**src/hdl/gcr_pkg.sv**
```systemverilog
// gcr_pkg: shared constants, types and lookup functions of the grid column raycaster
// used by gcr_regs, gcr_ctrl, gcr_dp, gcr_checker and the top level; depends on nothing else
package gcr_pkg;

  // parameter defaults
  localparam int MAP_SIZE_DEF   = 16;
  localparam int ANGLE_BITS_DEF = 12;
  localparam int MAX_ROWS_DEF   = 64;

  // field widths
  localparam int COL_W   = 8;
  localparam int POS_W   = 12;
  localparam int HEAD_W  = 12;
  localparam int ROW_W   = 6;
  localparam int GLYPH_W = 4;
  localparam int DIST_W  = 10;
  localparam int FOV_W   = 12;
  localparam int COLS_W  = 8;
  localparam int ROWS_W  = 7;
  localparam int CFG_IDX_W  = 3;
  localparam int CFG_DATA_W = 64;
  localparam int MAP_BITS   = 256;

  // datapath widths
  localparam int DIV_W     = 20;
  localparam int DVS_W     = 11;
  localparam int DIV_STEPS = 20;
  localparam int CNT_W     = 5;
  localparam int SX_W      = 27;
  localparam int EYE_W     = 16;
  localparam int CEIL_W    = 12;
  localparam int CELL_UNITS = 163840;

  // register indexes
  localparam logic [CFG_IDX_W-1:0] REG_MAP_A = 3'd0;
  localparam logic [CFG_IDX_W-1:0] REG_MAP_B = 3'd1;
  localparam logic [CFG_IDX_W-1:0] REG_MAP_C = 3'd2;
  localparam logic [CFG_IDX_W-1:0] REG_MAP_D = 3'd3;
  localparam logic [CFG_IDX_W-1:0] REG_FOV   = 3'd4;
  localparam logic [CFG_IDX_W-1:0] REG_DEPTH = 3'd5;
  localparam logic [CFG_IDX_W-1:0] REG_COLS  = 3'd6;
  localparam logic [CFG_IDX_W-1:0] REG_ROWS  = 3'd7;

  // register reset values
  localparam logic [FOV_W-1:0]    FOV_RST   = 12'd683;
  localparam logic [DIST_W-1:0]   DEPTH_RST = 10'd300;
  localparam logic [COLS_W-1:0]   COLS_RST  = 8'd120;
  localparam logic [ROWS_W-1:0]   ROWS_RST  = 7'd40;

  // glyph codes
  localparam logic [GLYPH_W-1:0] GLY_BLANK  = 4'd0;
  localparam logic [GLYPH_W-1:0] GLY_FULL   = 4'd1;
  localparam logic [GLYPH_W-1:0] GLY_DARK   = 4'd2;
  localparam logic [GLYPH_W-1:0] GLY_MEDIUM = 4'd3;
  localparam logic [GLYPH_W-1:0] GLY_LIGHT  = 4'd4;
  localparam logic [GLYPH_W-1:0] GLY_HASH   = 4'd5;
  localparam logic [GLYPH_W-1:0] GLY_X      = 4'd6;
  localparam logic [GLYPH_W-1:0] GLY_TILDE  = 4'd7;
  localparam logic [GLYPH_W-1:0] GLY_DASH   = 4'd8;

  typedef struct packed {
    logic [MAP_BITS-1:0] map_bits;
    logic [FOV_W-1:0]    fov;
    logic [DIST_W-1:0]   depth;
    logic [COLS_W-1:0]   cols;
    logic [ROWS_W-1:0]   rows;
  } cfg_t;

  typedef struct packed {
    logic load_in;
    logic div_ray_init;
    logic div_ceil_init;
    logic div_step;
    logic load_ray;
    logic sin_s1;
    logic sin_cos;
    logic load_eye_x;
    logic load_eye_y;
    logic march_init;
    logic march_step;
    logic march_clamp;
    logic load_ceil;
    logic emit_row;
  } cmd_t;

  typedef struct packed {
    logic off_map;
    logic wall;
    logic at_depth;
    logic rows_zero;
    logic out_free;
    logic row_last;
  } stat_t;

  // quarter-wave sine, Q1.14, 33 points
  function automatic logic [14:0] qsine(input logic [5:0] idx);
    logic [14:0] v;
    case (idx)
      6'd0:  v = 15'd0;     6'd1:  v = 15'd804;   6'd2:  v = 15'd1606;
      6'd3:  v = 15'd2404;  6'd4:  v = 15'd3196;  6'd5:  v = 15'd3981;
      6'd6:  v = 15'd4756;  6'd7:  v = 15'd5520;  6'd8:  v = 15'd6270;
      6'd9:  v = 15'd7005;  6'd10: v = 15'd7723;  6'd11: v = 15'd8423;
      6'd12: v = 15'd9102;  6'd13: v = 15'd9760;  6'd14: v = 15'd10394;
      6'd15: v = 15'd11003; 6'd16: v = 15'd11585; 6'd17: v = 15'd12140;
      6'd18: v = 15'd12665; 6'd19: v = 15'd13160; 6'd20: v = 15'd13623;
      6'd21: v = 15'd14053; 6'd22: v = 15'd14449; 6'd23: v = 15'd14811;
      6'd24: v = 15'd15137; 6'd25: v = 15'd15426; 6'd26: v = 15'd15679;
      6'd27: v = 15'd15893; 6'd28: v = 15'd16069; 6'd29: v = 15'd16207;
      6'd30: v = 15'd16305; 6'd31: v = 15'd16364;
      default: v = 15'd16384;
    endcase
    return v;
  endfunction

  // slope between neighboring table points
  function automatic logic [9:0] qsine_step(input logic [4:0] idx);
    logic [14:0] hi;
    logic [14:0] lo;
    hi = qsine({1'b0, idx} + 6'd1);
    lo = qsine({1'b0, idx});
    return 10'(hi - lo);
  endfunction

endpackage

```
**src/hdl/grid_column_raycaster_unit.sv**
```systemverilog
// grid column raycaster, one screen column per input beat, one glyph beat per screen row
// hit distance d = march steps taken (1..max_depth_steps); a new column is taken only once
// every row of the previous one is emitted; the march loop takes one step per cycle and
// the shared divider runs twice per item
// rows then leave at one per cycle while the output is not stalled
// synchronous active-low reset clears the sequencer, output valid and config to defaults
module grid_column_raycaster_unit #(
  parameter int MAP_SIZE   = gcr_pkg::MAP_SIZE_DEF,
  parameter int ANGLE_BITS = gcr_pkg::ANGLE_BITS_DEF,
  parameter int MAX_ROWS   = gcr_pkg::MAX_ROWS_DEF
) (
  input  logic                             clk,
  input  logic                             rst_n,
  input  logic                             in_valid,
  output logic                             in_stall,
  input  logic [gcr_pkg::COL_W-1:0]        in_column,
  input  logic [gcr_pkg::POS_W-1:0]        in_player_x,
  input  logic [gcr_pkg::POS_W-1:0]        in_player_y,
  input  logic [gcr_pkg::HEAD_W-1:0]       in_heading,
  output logic                             out_valid,
  input  logic                             out_stall,
  output logic [gcr_pkg::ROW_W-1:0]        out_row,
  output logic [gcr_pkg::GLYPH_W-1:0]      out_glyph,
  output logic [gcr_pkg::DIST_W-1:0]       out_hit_distance,
  output logic                             out_last_row,
  input  logic                             cfg_valid,
  output logic                             cfg_ready,
  input  logic [gcr_pkg::CFG_IDX_W-1:0]    cfg_index,
  input  logic [gcr_pkg::CFG_DATA_W-1:0]   cfg_data
);

  gcr_pkg::cfg_t  cfg;
  gcr_pkg::cmd_t  cmd;
  gcr_pkg::stat_t stat;

  gcr_regs u_regs (
    .clk       (clk),
    .rst_n     (rst_n),
    .cfg_valid (cfg_valid),
    .cfg_ready (cfg_ready),
    .cfg_index (cfg_index),
    .cfg_data  (cfg_data),
    .cfg       (cfg)
  );

  gcr_ctrl u_ctrl (
    .clk      (clk),
    .rst_n    (rst_n),
    .in_valid (in_valid),
    .in_stall (in_stall),
    .stat     (stat),
    .cmd      (cmd)
  );

  gcr_dp #(
    .MAP_SIZE   (MAP_SIZE),
    .ANGLE_BITS (ANGLE_BITS),
    .MAX_ROWS   (MAX_ROWS)
  ) u_dp (
    .clk              (clk),
    .rst_n            (rst_n),
    .cmd              (cmd),
    .stat             (stat),
    .cfg              (cfg),
    .in_column        (in_column),
    .in_player_x      (in_player_x),
    .in_player_y      (in_player_y),
    .in_heading       (in_heading),
    .out_valid        (out_valid),
    .out_stall        (out_stall),
    .out_row          (out_row),
    .out_glyph        (out_glyph),
    .out_hit_distance (out_hit_distance),
    .out_last_row     (out_last_row)
  );

endmodule

```
**src/hdl/gcr_regs.sv**
```systemverilog
// gcr_regs: configuration register file of the grid column raycaster
// depends on gcr_pkg for widths, register indexes and reset values
module gcr_regs (
  input  logic                             clk,
  input  logic                             rst_n,
  input  logic                             cfg_valid,
  output logic                             cfg_ready,
  input  logic [gcr_pkg::CFG_IDX_W-1:0]    cfg_index,
  input  logic [gcr_pkg::CFG_DATA_W-1:0]   cfg_data,
  output gcr_pkg::cfg_t                    cfg
);

  logic [63:0]                  map_a_r, map_b_r, map_c_r, map_d_r;
  logic [gcr_pkg::FOV_W-1:0]    fov_r;
  logic [gcr_pkg::DIST_W-1:0]   depth_r;
  logic [gcr_pkg::COLS_W-1:0]   cols_r;
  logic [gcr_pkg::ROWS_W-1:0]   rows_r;

  assign cfg_ready = 1'b1;

  always_ff @(posedge clk) begin
    if (!rst_n) begin
      map_a_r <= '0;
      map_b_r <= '0;
      map_c_r <= '0;
      map_d_r <= '0;
      fov_r   <= gcr_pkg::FOV_RST;
      depth_r <= gcr_pkg::DEPTH_RST;
      cols_r  <= gcr_pkg::COLS_RST;
      rows_r  <= gcr_pkg::ROWS_RST;
    end else if (cfg_valid && cfg_ready) begin
      unique case (cfg_index)
        gcr_pkg::REG_MAP_A: map_a_r <= cfg_data;
        gcr_pkg::REG_MAP_B: map_b_r <= cfg_data;
        gcr_pkg::REG_MAP_C: map_c_r <= cfg_data;
        gcr_pkg::REG_MAP_D: map_d_r <= cfg_data;
        gcr_pkg::REG_FOV:   fov_r   <= cfg_data[gcr_pkg::FOV_W-1:0];
        gcr_pkg::REG_DEPTH: depth_r <= cfg_data[gcr_pkg::DIST_W-1:0];
        gcr_pkg::REG_COLS:  cols_r  <= cfg_data[gcr_pkg::COLS_W-1:0];
        gcr_pkg::REG_ROWS:  rows_r  <= cfg_data[gcr_pkg::ROWS_W-1:0];
        default: ;
      endcase
    end
  end

  // map row r lands at bits 16r .. 16r+15
  assign cfg.map_bits = {map_d_r, map_c_r, map_b_r, map_a_r};
  assign cfg.fov      = fov_r;
  assign cfg.depth    = depth_r;
  assign cfg.cols     = cols_r;
  assign cfg.rows     = rows_r;

endmodule

```
**src/hdl/gcr_ctrl.sv**
```systemverilog
// gcr_ctrl: sequencer of the grid column raycaster
// drives gcr_dp through gcr_pkg::cmd_t and reads gcr_pkg::stat_t back
module gcr_ctrl (
  input  logic            clk,
  input  logic            rst_n,
  input  logic            in_valid,
  output logic            in_stall,
  input  gcr_pkg::stat_t  stat,
  output gcr_pkg::cmd_t   cmd
);

  localparam logic [3:0] S_IDLE  = 4'd0;
  localparam logic [3:0] S_MUL   = 4'd1;
  localparam logic [3:0] S_DIVR  = 4'd2;
  localparam logic [3:0] S_RAY   = 4'd3;
  localparam logic [3:0] S_SIN1  = 4'd4;
  localparam logic [3:0] S_SIN2  = 4'd5;
  localparam logic [3:0] S_COS1  = 4'd6;
  localparam logic [3:0] S_COS2  = 4'd7;
  localparam logic [3:0] S_MINIT = 4'd8;
  localparam logic [3:0] S_MARCH = 4'd9;
  localparam logic [3:0] S_CNUM  = 4'd10;
  localparam logic [3:0] S_DIVC  = 4'd11;
  localparam logic [3:0] S_CEIL  = 4'd12;
  localparam logic [3:0] S_EMIT  = 4'd13;

  localparam logic [gcr_pkg::CNT_W-1:0] CNT_LAST = gcr_pkg::CNT_W'(gcr_pkg::DIV_STEPS - 1);

  logic [3:0]                  state_r, state_nxt;
  logic [gcr_pkg::CNT_W-1:0]   cnt_r, cnt_nxt;

  always_ff @(posedge clk) begin
    if (!rst_n) begin
      state_r <= S_IDLE;
      cnt_r   <= '0;
    end else begin
      state_r <= state_nxt;
      cnt_r   <= cnt_nxt;
    end
  end

  assign in_stall = (state_r != S_IDLE);

  always_comb begin
    state_nxt = state_r;
    cnt_nxt   = cnt_r;
    cmd       = '0;
    unique case (state_r)
      S_IDLE: begin
        if (in_valid) begin
          cmd.load_in = 1'b1;
          state_nxt   = S_MUL;
        end
      end
      S_MUL: begin
        cmd.div_ray_init = 1'b1;
        cnt_nxt          = '0;
        state_nxt        = S_DIVR;
      end
      S_DIVR: begin
        cmd.div_step = 1'b1;
        cnt_nxt      = cnt_r + 1'b1;
        if (cnt_r == CNT_LAST) state_nxt = S_RAY;
      end
      S_RAY: begin
        cmd.load_ray = 1'b1;
        state_nxt    = S_SIN1;
      end
      S_SIN1: begin
        cmd.sin_s1 = 1'b1;
        state_nxt  = S_SIN2;
      end
      S_SIN2: begin
        cmd.load_eye_x = 1'b1;
        state_nxt      = S_COS1;
      end
      S_COS1: begin
        cmd.sin_s1  = 1'b1;
        cmd.sin_cos = 1'b1;
        state_nxt   = S_COS2;
      end
      S_COS2: begin
        cmd.load_eye_y = 1'b1;
        state_nxt      = S_MINIT;
      end
      S_MINIT: begin
        cmd.march_init = 1'b1;
        state_nxt      = S_MARCH;
      end
      S_MARCH: begin
        // leaving the map counts as reaching full depth
        if (stat.off_map) begin
          cmd.march_clamp = 1'b1;
          state_nxt       = S_CNUM;
        end else if (stat.wall || stat.at_depth) begin
          state_nxt = S_CNUM;
        end else begin
          cmd.march_step = 1'b1;
        end
      end
      S_CNUM: begin
        cmd.div_ceil_init = 1'b1;
        cnt_nxt           = '0;
        state_nxt         = S_DIVC;
      end
      S_DIVC: begin
        cmd.div_step = 1'b1;
        cnt_nxt      = cnt_r + 1'b1;
        if (cnt_r == CNT_LAST) state_nxt = S_CEIL;
      end
      S_CEIL: begin
        cmd.load_ceil = 1'b1;
        state_nxt     = stat.rows_zero ? S_IDLE : S_EMIT;
      end
      S_EMIT: begin
        if (stat.out_free) begin
          cmd.emit_row = 1'b1;
          if (stat.row_last) state_nxt = S_IDLE;
        end
      end
      default: state_nxt = S_IDLE;
    endcase
  end

endmodule

```
**src/hdl/gcr_dp.sv**
```systemverilog
// gcr_dp: datapath of the grid column raycaster: divider, sine unit, ray marcher,
// row shader and output register; depends on gcr_pkg, commanded by gcr_ctrl
module gcr_dp #(
  parameter int MAP_SIZE   = gcr_pkg::MAP_SIZE_DEF,
  parameter int ANGLE_BITS = gcr_pkg::ANGLE_BITS_DEF,
  parameter int MAX_ROWS   = gcr_pkg::MAX_ROWS_DEF
) (
  input  logic                            clk,
  input  logic                            rst_n,
  input  gcr_pkg::cmd_t                   cmd,
  output gcr_pkg::stat_t                  stat,
  input  gcr_pkg::cfg_t                   cfg,
  input  logic [gcr_pkg::COL_W-1:0]       in_column,
  input  logic [gcr_pkg::POS_W-1:0]       in_player_x,
  input  logic [gcr_pkg::POS_W-1:0]       in_player_y,
  input  logic [gcr_pkg::HEAD_W-1:0]      in_heading,
  output logic                            out_valid,
  input  logic                            out_stall,
  output logic [gcr_pkg::ROW_W-1:0]       out_row,
  output logic [gcr_pkg::GLYPH_W-1:0]     out_glyph,
  output logic [gcr_pkg::DIST_W-1:0]      out_hit_distance,
  output logic                            out_last_row
);

  localparam int ABW     = ANGLE_BITS;
  localparam int SX_W    = gcr_pkg::SX_W;
  localparam int EYE_W   = gcr_pkg::EYE_W;
  localparam int CEIL_W  = gcr_pkg::CEIL_W;
  localparam int DIV_W   = gcr_pkg::DIV_W;
  localparam int DVS_W   = gcr_pkg::DVS_W;
  localparam int AMASK   = (1 << ANGLE_BITS) - 1;
  localparam int QUARTER = 1 << (ANGLE_BITS - 2);
  localparam logic signed [SX_W-1:0] NEG_LIM = SX_W'(-gcr_pkg::CELL_UNITS);
  localparam logic signed [SX_W-1:0] POS_LIM = SX_W'(MAP_SIZE * gcr_pkg::CELL_UNITS);

  // effective configuration
  logic [gcr_pkg::FOV_W-1:0]   fov_eff;
  logic [gcr_pkg::COLS_W-1:0]  cols_eff;
  logic [gcr_pkg::DIST_W-1:0]  depth_eff;
  logic [gcr_pkg::ROWS_W-1:0]  h_eff;

  assign fov_eff   = cfg.fov & gcr_pkg::FOV_W'(AMASK);
  assign cols_eff  = (cfg.cols == '0) ? 8'd1 : cfg.cols;
  assign depth_eff = (cfg.depth == '0) ? 10'd1 : cfg.depth;
  assign h_eff     = (cfg.rows > 7'(MAX_ROWS)) ? 7'(MAX_ROWS) : cfg.rows;

  // captured item
  logic [gcr_pkg::COL_W-1:0]  column_r;
  logic [gcr_pkg::POS_W-1:0]  px_r, py_r;
  logic [gcr_pkg::HEAD_W-1:0] head_r;

  always_ff @(posedge clk) begin
    if (cmd.load_in) begin
      column_r <= in_column;
      px_r     <= in_player_x;
      py_r     <= in_player_y;
      head_r   <= in_heading;
    end
  end

  // shared restoring divider, one quotient bit per cycle
  logic [DIV_W-1:0]  quo_r;
  logic [DVS_W-1:0]  rem_r, dvs_r;
  logic              neg_r;
  logic [DVS_W+1:0]  trial;
  logic [DIV_W-1:0]  ray_prod;
  logic [gcr_pkg::DIST_W-1:0] d_r;
  logic signed [DVS_W-1:0]  dsub;
  logic signed [18:0]       cnum;
  logic [18:0]              cnum_abs;

  assign trial    = {1'b0, rem_r, quo_r[DIV_W-1]} - {2'b00, dvs_r};
  assign ray_prod = DIV_W'(column_r) * DIV_W'(fov_eff);
  assign dsub     = $signed({1'b0, d_r}) - 11'sd20;
  assign cnum     = 19'($signed({1'b0, h_eff})) * 19'(dsub);
  assign cnum_abs = cnum[18] ? 19'(-cnum) : 19'(cnum);

  always_ff @(posedge clk) begin
    if (cmd.div_ray_init) begin
      quo_r <= ray_prod;
      rem_r <= '0;
      dvs_r <= DVS_W'(cols_eff);
    end else if (cmd.div_ceil_init) begin
      quo_r <= DIV_W'(cnum_abs);
      rem_r <= '0;
      dvs_r <= {d_r, 1'b0};
      neg_r <= cnum[18];
    end else if (cmd.div_step) begin
      if (!trial[DVS_W+1]) begin
        rem_r <= trial[DVS_W-1:0];
        quo_r <= {quo_r[DIV_W-2:0], 1'b1};
      end else begin
        rem_r <= {rem_r[DVS_W-2:0], quo_r[DIV_W-1]};
        quo_r <= {quo_r[DIV_W-2:0], 1'b0};
      end
    end
  end

  // ray angle
  logic [ABW-1:0] ray_r;

  always_ff @(posedge clk) begin
    if (cmd.load_ray)
      ray_r <= ABW'(head_r) - ABW'(fov_eff >> 1) + quo_r[ABW-1:0];
  end

  // sine unit: table and slope product, then interpolate and sign
  logic [ABW-1:0]  ang;
  logic [15:0]     a16;
  logic [14:0]     p;
  logic [5:0]      sidx;
  logic [8:0]      frac;
  logic [14:0]     sb_base_r;
  logic [18:0]     sb_prod_r;
  logic            sb_full_r, sb_neg_r;
  logic [14:0]     smag;
  logic signed [EYE_W-1:0] sval;
  logic signed [EYE_W-1:0] eye_x_r, eye_y_r;

  assign ang  = cmd.sin_cos ? ray_r + ABW'(QUARTER) : ray_r;
  assign a16  = 16'(ang) << (16 - ANGLE_BITS);
  assign p    = a16[14] ? (15'h4000 - {1'b0, a16[13:0]}) : {1'b0, a16[13:0]};
  assign sidx = p[14:9];
  assign frac = p[8:0];

  always_ff @(posedge clk) begin
    if (cmd.sin_s1) begin
      sb_base_r <= gcr_pkg::qsine(sidx);
      sb_prod_r <= 19'(gcr_pkg::qsine_step(sidx[4:0])) * 19'(frac);
      sb_full_r <= sidx[5];
      sb_neg_r  <= a16[15];
    end
  end

  assign smag = sb_full_r ? 15'd16384 : sb_base_r + 15'(sb_prod_r >> 9);
  assign sval = sb_neg_r ? -$signed({1'b0, smag}) : $signed({1'b0, smag});

  always_ff @(posedge clk) begin
    if (cmd.load_eye_x) eye_x_r <= sval;
    if (cmd.load_eye_y) eye_y_r <= sval;
  end

  // ray march, sample point in 1/163840 cell units
  logic signed [SX_W-1:0] sx_r, sy_r;
  logic signed [SX_W-1:0] px_base, py_base;
  logic [4:0] cx, cy;

  assign px_base = $signed(SX_W'({px_r, 9'b0}) + SX_W'({px_r, 7'b0}));
  assign py_base = $signed(SX_W'({py_r, 9'b0}) + SX_W'({py_r, 7'b0}));

  // returns {off map, cell}; cell = (s >> 15) / 5 via reciprocal 205/1024
  function automatic logic [4:0] cell_of(input logic signed [SX_W-1:0] s);
    logic [6:0]  t;
    logic [14:0] q;
    logic [4:0]  r;
    t = s[21:15];
    q = 15'(t) * 15'd205;
    if (s <= NEG_LIM)      r = {1'b1, 4'd0};
    else if (s < 0)        r = {1'b0, 4'd0};
    else if (s >= POS_LIM) r = {1'b1, 4'd0};
    else                   r = {1'b0, q[13:10]};
    return r;
  endfunction

  assign cx = cell_of(sx_r);
  assign cy = cell_of(sy_r);

  always_ff @(posedge clk) begin
    if (cmd.march_init) begin
      sx_r <= px_base + SX_W'(eye_x_r);
      sy_r <= py_base + SX_W'(eye_y_r);
      d_r  <= 10'd1;
    end else if (cmd.march_step) begin
      sx_r <= sx_r + SX_W'(eye_x_r);
      sy_r <= sy_r + SX_W'(eye_y_r);
      d_r  <= d_r + 10'd1;
    end else if (cmd.march_clamp) begin
      d_r <= depth_eff;
    end
  end

  assign stat.off_map  = cx[4] | cy[4];
  assign stat.wall     = cfg.map_bits[{cy[3:0], cx[3:0]}];
  assign stat.at_depth = (d_r == depth_eff);

  // ceiling and floor rows
  logic signed [CEIL_W-1:0] ceil_r, floor_r, ceil_val;

  assign ceil_val = neg_r ? -$signed({2'b00, quo_r[9:0]}) : $signed({2'b00, quo_r[9:0]});

  always_ff @(posedge clk) begin
    if (cmd.load_ceil) begin
      ceil_r  <= ceil_val;
      floor_r <= $signed({5'b0, h_eff}) - ceil_val;
    end
  end

  // row shading
  logic [gcr_pkg::ROW_W-1:0]    y_r;
  logic signed [CEIL_W-1:0]     y_s;
  logic [11:0]                  m, hh, dd, dep;
  logic [gcr_pkg::GLYPH_W-1:0]  shade, floor_g, glyph;

  assign y_s = $signed({6'b0, y_r});
  assign m   = 12'(h_eff - 7'(y_r));
  assign hh  = 12'(h_eff);
  assign dd  = 12'(d_r);
  assign dep = 12'(depth_eff);

  always_comb begin
    if (3 * dd <= dep)           shade = gcr_pkg::GLY_FULL;
    else if (2 * dd < dep)       shade = gcr_pkg::GLY_DARK;
    else if (3 * dd < 2 * dep)   shade = gcr_pkg::GLY_MEDIUM;
    else if (dd < dep)           shade = gcr_pkg::GLY_LIGHT;
    else                         shade = gcr_pkg::GLY_BLANK;

    if (8 * m < hh)              floor_g = gcr_pkg::GLY_HASH;
    else if (4 * m < hh)         floor_g = gcr_pkg::GLY_X;
    else if (8 * m < 3 * hh)     floor_g = gcr_pkg::GLY_TILDE;
    else if (20 * m < 9 * hh)    floor_g = gcr_pkg::GLY_DASH;
    else                         floor_g = gcr_pkg::GLY_BLANK;

    if (y_s <= ceil_r)           glyph = gcr_pkg::GLY_BLANK;
    else if (y_s <= floor_r)     glyph = shade;
    else                         glyph = floor_g;
  end

  always_ff @(posedge clk) begin
    if (cmd.load_ceil)     y_r <= '0;
    else if (cmd.emit_row) y_r <= y_r + 1'b1;
  end

  assign stat.rows_zero = (h_eff == '0);
  assign stat.row_last  = ((7'(y_r) + 7'd1) == h_eff);

  // output register
  logic out_valid_r;

  always_ff @(posedge clk) begin
    if (!rst_n)             out_valid_r <= 1'b0;
    else if (cmd.emit_row)  out_valid_r <= 1'b1;
    else if (!out_stall)    out_valid_r <= 1'b0;
  end

  always_ff @(posedge clk) begin
    if (cmd.emit_row) begin
      out_row          <= y_r;
      out_glyph        <= glyph;
      out_hit_distance <= d_r;
      out_last_row     <= stat.row_last;
    end
  end

  assign out_valid     = out_valid_r;
  assign stat.out_free = !out_valid_r || !out_stall;

endmodule

```
**config.mk**
```make
export PLATFORM = sky130hd
export DESIGN_NAME = grid_column_raycaster_unit
export DESIGN_NICKNAME = d
export VERILOG_FILES = /design/src/hdl/gcr_pkg.sv /design/src/hdl/grid_column_raycaster_unit.sv /design/src/hdl/gcr_regs.sv /design/src/hdl/gcr_ctrl.sv /design/src/hdl/gcr_dp.sv
export SDC_FILE = /design/constraint.sdc
export NUM_CORES = 2
export LEC_CHECK = 0
export ABC_AREA = 1
export ABC_CLOCK_PERIOD_IN_PS = 8760
export BUFFER_PORTS_ARGS = -buffer_cell sky130_fd_sc_hd__buf_2
export CORE_MARGIN = 2
export CORE_UTILIZATION = 55
export DETAILED_ROUTE_END_ITERATION = 12
export PLACE_DENSITY_LB_ADDON = 0.2
export SYNTH_ARGS = -nofsm -noshare
export SYNTH_HDL_FRONTEND = slang
export SYNTH_SLANG_ARGS = --single-unit
```
**constraint.sdc**
```tcl
create_clock -name clk -period 8.76 [get_ports clk]
set_input_delay 0.876 -clock clk [delete_from_list [all_inputs] [get_ports clk]]
set_output_delay 0.876 -clock clk [all_outputs]
set_load 0.1 [all_outputs]
```
# Word-level counts from Yosys, hierarchy flattened
# Memories as Yosys holds them, arrays and structs flattened. A register that Yosys moved wholly into a read port is not among the register bits.
# Index checks and enable logic that the tools add are counted.
classes:
  n_addsub: 24
  mul: 9
  magnitude_cmp: 18
  n_eq_ne: 30
  muxes: 72
  bitwise: 2
  reduce_logical: 29
ops:
  columns: ["op", "n"]
  rows:
  - ["$mux W27", 4]
  - ["$mux W4", 16]
  - ["$mux W10", 6]
  - ["$mux W20", 3]
  - ["$pmux W4 S14", 1]
  - ["$add A27 B16 Y27", 2]
  - ["$ge A27 B23 Y1 const B", 2]
  - ["$le A27 B19 Y1 const B", 2]
  - ["$lt A27 B1 Y1 const B", 2]
  - ["$add A23 B16 Y24", 2]
  - ["$add A21 B19 Y22", 2]
  - ["$mux W15", 2]
  - ["$mux W5", 6]
  - ["$mul A7 B8 Y14 const B", 2]
  - ["$eq A4 B4 Y1 const B", 6]
  - ["$le A7 B12 Y1", 2]
  - ["$mux W12", 2]
  - ["$mux W8", 3]
  - ["$mux W1", 21]
  - ["$mul A8 B12 Y20", 1]
  - ["$mul A10 B9 Y19", 1]
  - ["$mul A8 B11 Y19", 1]
  - ["$mux W19", 1]
  - ["$neg A19 Y19", 1]
  - ["65 further kinds", 93]
word_totals:
  reg_bits: 585
  romBits: 1344
  input_bits: 116
  out_inout_bits: 24
  wordCells: 224
  mem_count: 3
memory_table:
  columns: ["memory", "depth", "width", "read_ports", "rd_clocked_by_memory_dff", "write_ports", "line_no", "rtl"]
  rows:
  - ["(name not given)", 32, 14, 1, 1, 0, "gcr_pkg.sv:98", "case (idx)"]
  - ["(name not given)", 32, 14, 1, 0, 0, "gcr_pkg.sv:98", null]
  - ["(name not given)", 32, 14, 1, 0, 0, "gcr_pkg.sv:98", null]

# Logic depth before layout (Yosys ltp)
logic_depth:
  ltp_word: 12
  depth_mapped: 46
  mapped_depth_nobuf: 45

# Hierarchy
# Synthesis repeated with hierarchy kept, for this count alone.
hier_totals:
  cells_unflattened: 6415
  hier_area_um2: 47302.9
modules_own_cells:
  columns: ["module", "n_inst", "cells_per_inst", "area_per_inst_um2", "seq_area_each_um2"]
  rows:
  - ["gcr_dp", 1, 4636, 34987.3, 7917.6]
  - ["gcr_regs", 1, 1658, 11594.9, 5865.6]
  - ["gcr_ctrl", 1, 121, 720.7, 180.2]

# Worst setup path before layout
# OpenSTA, ideal clock, no wires.
synth_timing:
  path_kind: "reg2reg"
  from: "reg u_dp.ray_r[0]"
  to: "reg u_dp.sb_prod_r[18], data pin"
  setup_ns: 0.265
  arrival_time_ns: 7.157
  required_ns: 8.495
  slack_ns: 1.338
  stages_incl_launch_ff: 40
  n_path_buf: 1
  synth_period_minus_slack_ns: 7.422
  cell_sequence: "edfxtp_1 inv_2 ha_1 nand3_1 nor2_1 nor2_4 xor2_4 inv_2 ha_1 inv_1 ha_1 clkbuf_1 nor2_1 nor4_1 o21ai_0 nand3_1 ha_1 inv_1 (+4 left out) fa_1 fa_1 fa_1 inv_1 ha_1 nand2_1 nor4_1 nand2_1 inv_1 fa_1 nand3_1 nand2_1 a21oi_1 o21bai_1 a21o_1 a21oi_1 o21ai_0 xor2_1"
synth_via:
  elab_chain_cells: 10
  word_cells_on_any_way: 12
synth_rtl:
  columns: ["element", "line_no", "rtl"]
  rows:
  - ["start, declared", "gcr_dp.sv:100", "logic [ABW-1:0] ray_r;"]
  - ["start signal, assigned", "gcr_dp.sv:104", "ray_r <= ABW'(head_r) - ABW'(fov_eff >> 1) + quo_r[ABW-1:0];"]
  - ["$add A12 B11 Y12", "gcr_dp.sv:120", "assign ang = cmd.sin_cos ? ray_r + ABW'(QUARTER) : ray_r;"]
  - ["$mux W12 *", "gcr_dp.sv:120", null]
  - ["$sub A15 B14 Y15", "gcr_dp.sv:122", "assign p = a16[14] ? (15'h4000 - {1'b0, a16[13:0]}) : {1'b0, a16[13:0]};"]
  - ["$mux W15 *", "gcr_dp.sv:122", null]
  - ["$add A5 B1 Y6", "gcr_pkg.sv:119", "hi = qsine({1'b0, idx} + 6'd1);"]
  - ["$mem_v2 Z32 W14", null, null]
  - ["$mux W10", "gcr_pkg.sv:98", null]
  - ["$mux W10", "gcr_dp.sv:127", "if (cmd.sin_s1) begin"]
  - ["$sub A10 B10 Y10", "gcr_pkg.sv:121", "return 10'(hi - lo);"]
  - ["$mul A10 B9 Y19 *", "gcr_dp.sv:129", "sb_prod_r <= 19'(gcr_pkg::qsine_step(sidx[4:0])) * 19'(frac);"]
  - ["end signal, assigned", "gcr_dp.sv:129", null]
  - ["end, declared", "gcr_dp.sv:114", "logic [18:0] sb_prod_r;"]
# Mark *: on every way between the ends. The rest lies on a longest branch, timed or not. The select of a mux whose other input is x is not followed.
# A chain may end at the register's enable or synchronous reset.

# Worst setup path in the final report
# Ends and elaborated chain as after synthesis.

==> flow_summary.yaml <==
timing:
  setup_slack_ps: 484
  finalCriticalPeriod_ps: 8280
  worst_pin_slew_ps: 1090
  finalMaxSlewViolations: 0
  min_period_over_period_pct: 94.5
  fmax_mhz: 121
  hold_violations: 0
  skew_ps: 44.3
  tns_ps: 0
  setup_viol: 0
  slew_headroom_pct: 27.2
clock_network:
  clock_path_buffers: 3
  root_buffer: "clkbuf_16"
  worst_setup_hold_path_clk_slew_ps: 60
  cts_hold_buf: 0
  cts_made_buffers: 67
  h-tree-depth: 3
  clk-insertion-delay-late_ps: 660
  cts.sinks: 576
  cts_tree: "done"
yosys:
  ys_dominant_reg_cell: "dfxtp_1"
  syn_area_mm2: 0.0450
  yosysSeqAreaShare_pct: 31.0
  postSynthAreaPerCell_um2: 7.69
  synthCells: 5858
  async_flop_share_pct: 0
  ys_types: 66
  yosys_register_bits: 576
  yosysWarnings: 0
  synth_edf_count: 243
finish:
  syn_to_final_growth_pct: 8.66
  fillers: 7299
  nets: 6693
  post-route-util_pct: 60.5
  drive_gt1_share_pct: 6.60
floorplan:
  fp.dieW_um: 290
  core_mm2: 0.0808
  row_count: 104
  initial_core_util_pct: 55.7
  dieArea_mm2: 0.0842
  io_pins: 140
  fp.dieH_um: 290
worst_setup_path:
  critPathLaunch: "u_dp.ray_r[0]"
  required_ps: 9120
  rrSetupSlack_ps: 480
  reg2reg_from: "u_dp.ray_r[0]"
  worstPathMaxFanout: 12
  endpoint_kind: "register"
  ff2ff_path_depth: 37
  crit_arrival_ps: 8640
  slowest_delay_ps: 490
  worstReg2RegEnd: "u_dp.sb_prod_r[18]"
  path_class: "reg2reg"
  start_kind: "register"
  slowest_stage: "fa_1"
  cpMostUsedCell: "ha_1"
  crit_path_end: "u_dp.sb_prod_r[18]"
detailed_routing:
  routed_wl_um: 119000
  ant_nets: 0
  viasPerCell: 5.55
  route.vias.total: 38919
  drc: 0
  drt_iter0_markers: 3362
  wire_per_inst_um: 16.9
  firstDrtPassIters: 6
outcome:
  outcome: "finished, final reports clean"
global_routing:
  grt_max_degree: 123
  grt_pass1_vias: 37618
  antenna_found_initial: 3
  grt_overflow: 0
  grt_usage_pct: 28.0
  grt_pass1_wl_um: 195000
placement:
  dpl_worst_slack_ps: 343
  hpwl_um: 85800
  gp_congestion: 0.902
  portBuffers: 138
job:
  max_cap_viol_count: 0
hold_path:
  hold_class: "in2reg"
## synth_stat cells (all sizes together) (2+ instances only)
master,count,area [um2]
a2111oi,5,43.8
o211ai,25,188
a21oi,313,1570
a311oi,3,26.3
nand3b,8,60.1
nand2,936,3550
nor2,887,3360
o31ai,10,85.1
nor4,17,106
fa,188,3760
or3,2,12.5
xor2,141,1270
edfxtp,243,7300
a41oi,2,17.5
ha,489,6120
or2,28,175
and2,4,25.0
a21o,14,105
buf,60,379
and3,5,31.3
nor3,51,270
dfxtp,333,6670
o22ai,10,62.6
a221oi,7,61.3
o221ai,12,105
conb,2,7.51
o21bai,25,188
a21boi,6,45.0
nand3,408,2070
a31oi,23,144
o21a,4,30.0
a211oi,8,60.1
nand4,40,250
xnor2,64,561
o21ai,546,2740
clkinv,10,37.5
o2111ai,2,17.5
clkbuf,157,593
inv,763,2870
## layout by cell type (no fill, tap or decap), types with 8 or more instances in the layout
cell type / count
buf_2: 137
clkbuf_1: 11
nor2_4: 11
fa_1: 188
nor3_1: 48
nor2_1: 869
buf_4: 47
ha_1: 489
clkbuf_8: 9
xnor2_1: 64
clkbuf_16: 68
nand2_2: 8
nand4_1: 40
o21bai_1: 25
nand3_1: 403
o221ai_1: 12
o21ai_1: 15
a21o_1: 14
xor2_1: 136
inv_2: 20
clkinv_2: 11
a21oi_1: 312
inv_1: 741
clkinv_1: 16
nand3b_1: 8
o211ai_1: 25
o21ai_0: 528
edfxtp_1: 243
nand2_1: 926
dfxtp_1: 333
o31ai_1: 8
o22ai_1: 10
nor4_1: 16
or2_2: 24
a31oi_1: 23
## cells by family after synthesis
| group | Yosys count | share of synthesized area (%) |
|---|---|---|
| flip-flops | 576 | 31.0 |
| XOR/XNOR | 205 | 4.06 |
| buffers and inverters | 990 | 8.61 |
| AND/OR/NAND/NOR | 2386 | 22.0 |
| adder cells (fa/ha/maj) | 677 | 21.9 |
| other | 2 | 0.0167 |
| AO/OA/AOI/OAI | 1022 | 12.3 |
## area by class of cell
cell class	instances	area [um2]	area share, %
Antenna cell	1	2.50	0.00512
Clock buffer	88	1870	3.82
Clock inverter	34	427	0.872
Inverter	773	2910	5.95
Multi-Input combinational cell	4293	27300	55.8
Sequential cell	576	14000	28.5
Tap cell	1060	1330	2.71
Timing Repair Buffer	189	1130	2.31
## critical path: cells and delay by family, from the launching register on
kind / cells / cell delay, ps
AOI/OAI and AO/OA: 12 / 2120
xor gates and xnor gates: 4 / 730
adders and majority gates: 9 / 3060
buffers and inverters: 5 / 740
DFF: 1 / 400
and+or+nand+nor: 7 / 940
## per-layer routing
metal	global-route usage, %	vias up	part of all wire, %
met4	7.47	0	2.4
met3	4.09	191	6.5
met2	45.4	1180	45
met5	0	-	0
li1	-	19297	-
met1	39.2	18251	46
## per-stage QoR
| stage | hold slack [ps] | area (um2) | std cells |
|---|---|---|---|
| 2_1_floorplan | 441 | 45000 | 5859 |
| 3_3_place_gp | 452 | 46500 | 6887 |
| 3_5_place_dp | 462 | 46500 | 6887 |
| 4_1_cts | 386 | 48800 | 7009 |
| 5_1_grt | 389 | 48900 | 7013 |
| 6_report | 412 | 48900 | 7014 |
## timing repair
| action | in CTS | in global routing |
|---|---|---|
| resized for setup | 0 | 10 |
| hold endpoints to repair | 0 | 0 |
| endpoints found under the setup margin | 0 | 3 |
| buffers inserted | 0 | 4 |
## sequential cells by signal, indices dropped and copies added, names as in the netlist, 15 cells and up
name / cells
u_dp.sy_r: 27
u_regs.map_c_r: 64
u_dp.quo_r: 20
u_regs.map_a_r: 64
u_dp.sb_base_r: 15
u_regs.map_d_r: 64
u_dp.eye_x_r: 16
u_dp.sx_r: 27
u_regs.map_b_r: 64
u_dp.eye_y_r: 16
## worst min-delay path by stage
stage,start,endpoint,slack [ps],cells after the start
4_1_cts,in_player_x[0],u_dp.px_r[0],390,1
6_report,in_heading[9],u_dp.head_r[9],410,1
2_1_floorplan,u_ctrl.cnt_r[4],u_ctrl.cnt_r[4],440,2
3_5_place_dp,u_ctrl.cnt_r[4],u_ctrl.cnt_r[4],460,2
3_3_place_gp,u_ctrl.cnt_r[4],u_ctrl.cnt_r[4],450,2
5_1_grt,in_heading[9],u_dp.head_r[9],390,1
Power is left out: the tool's default activity adds up to more than one toggle a clock period on the data nets, which glitch-free logic cannot reach.
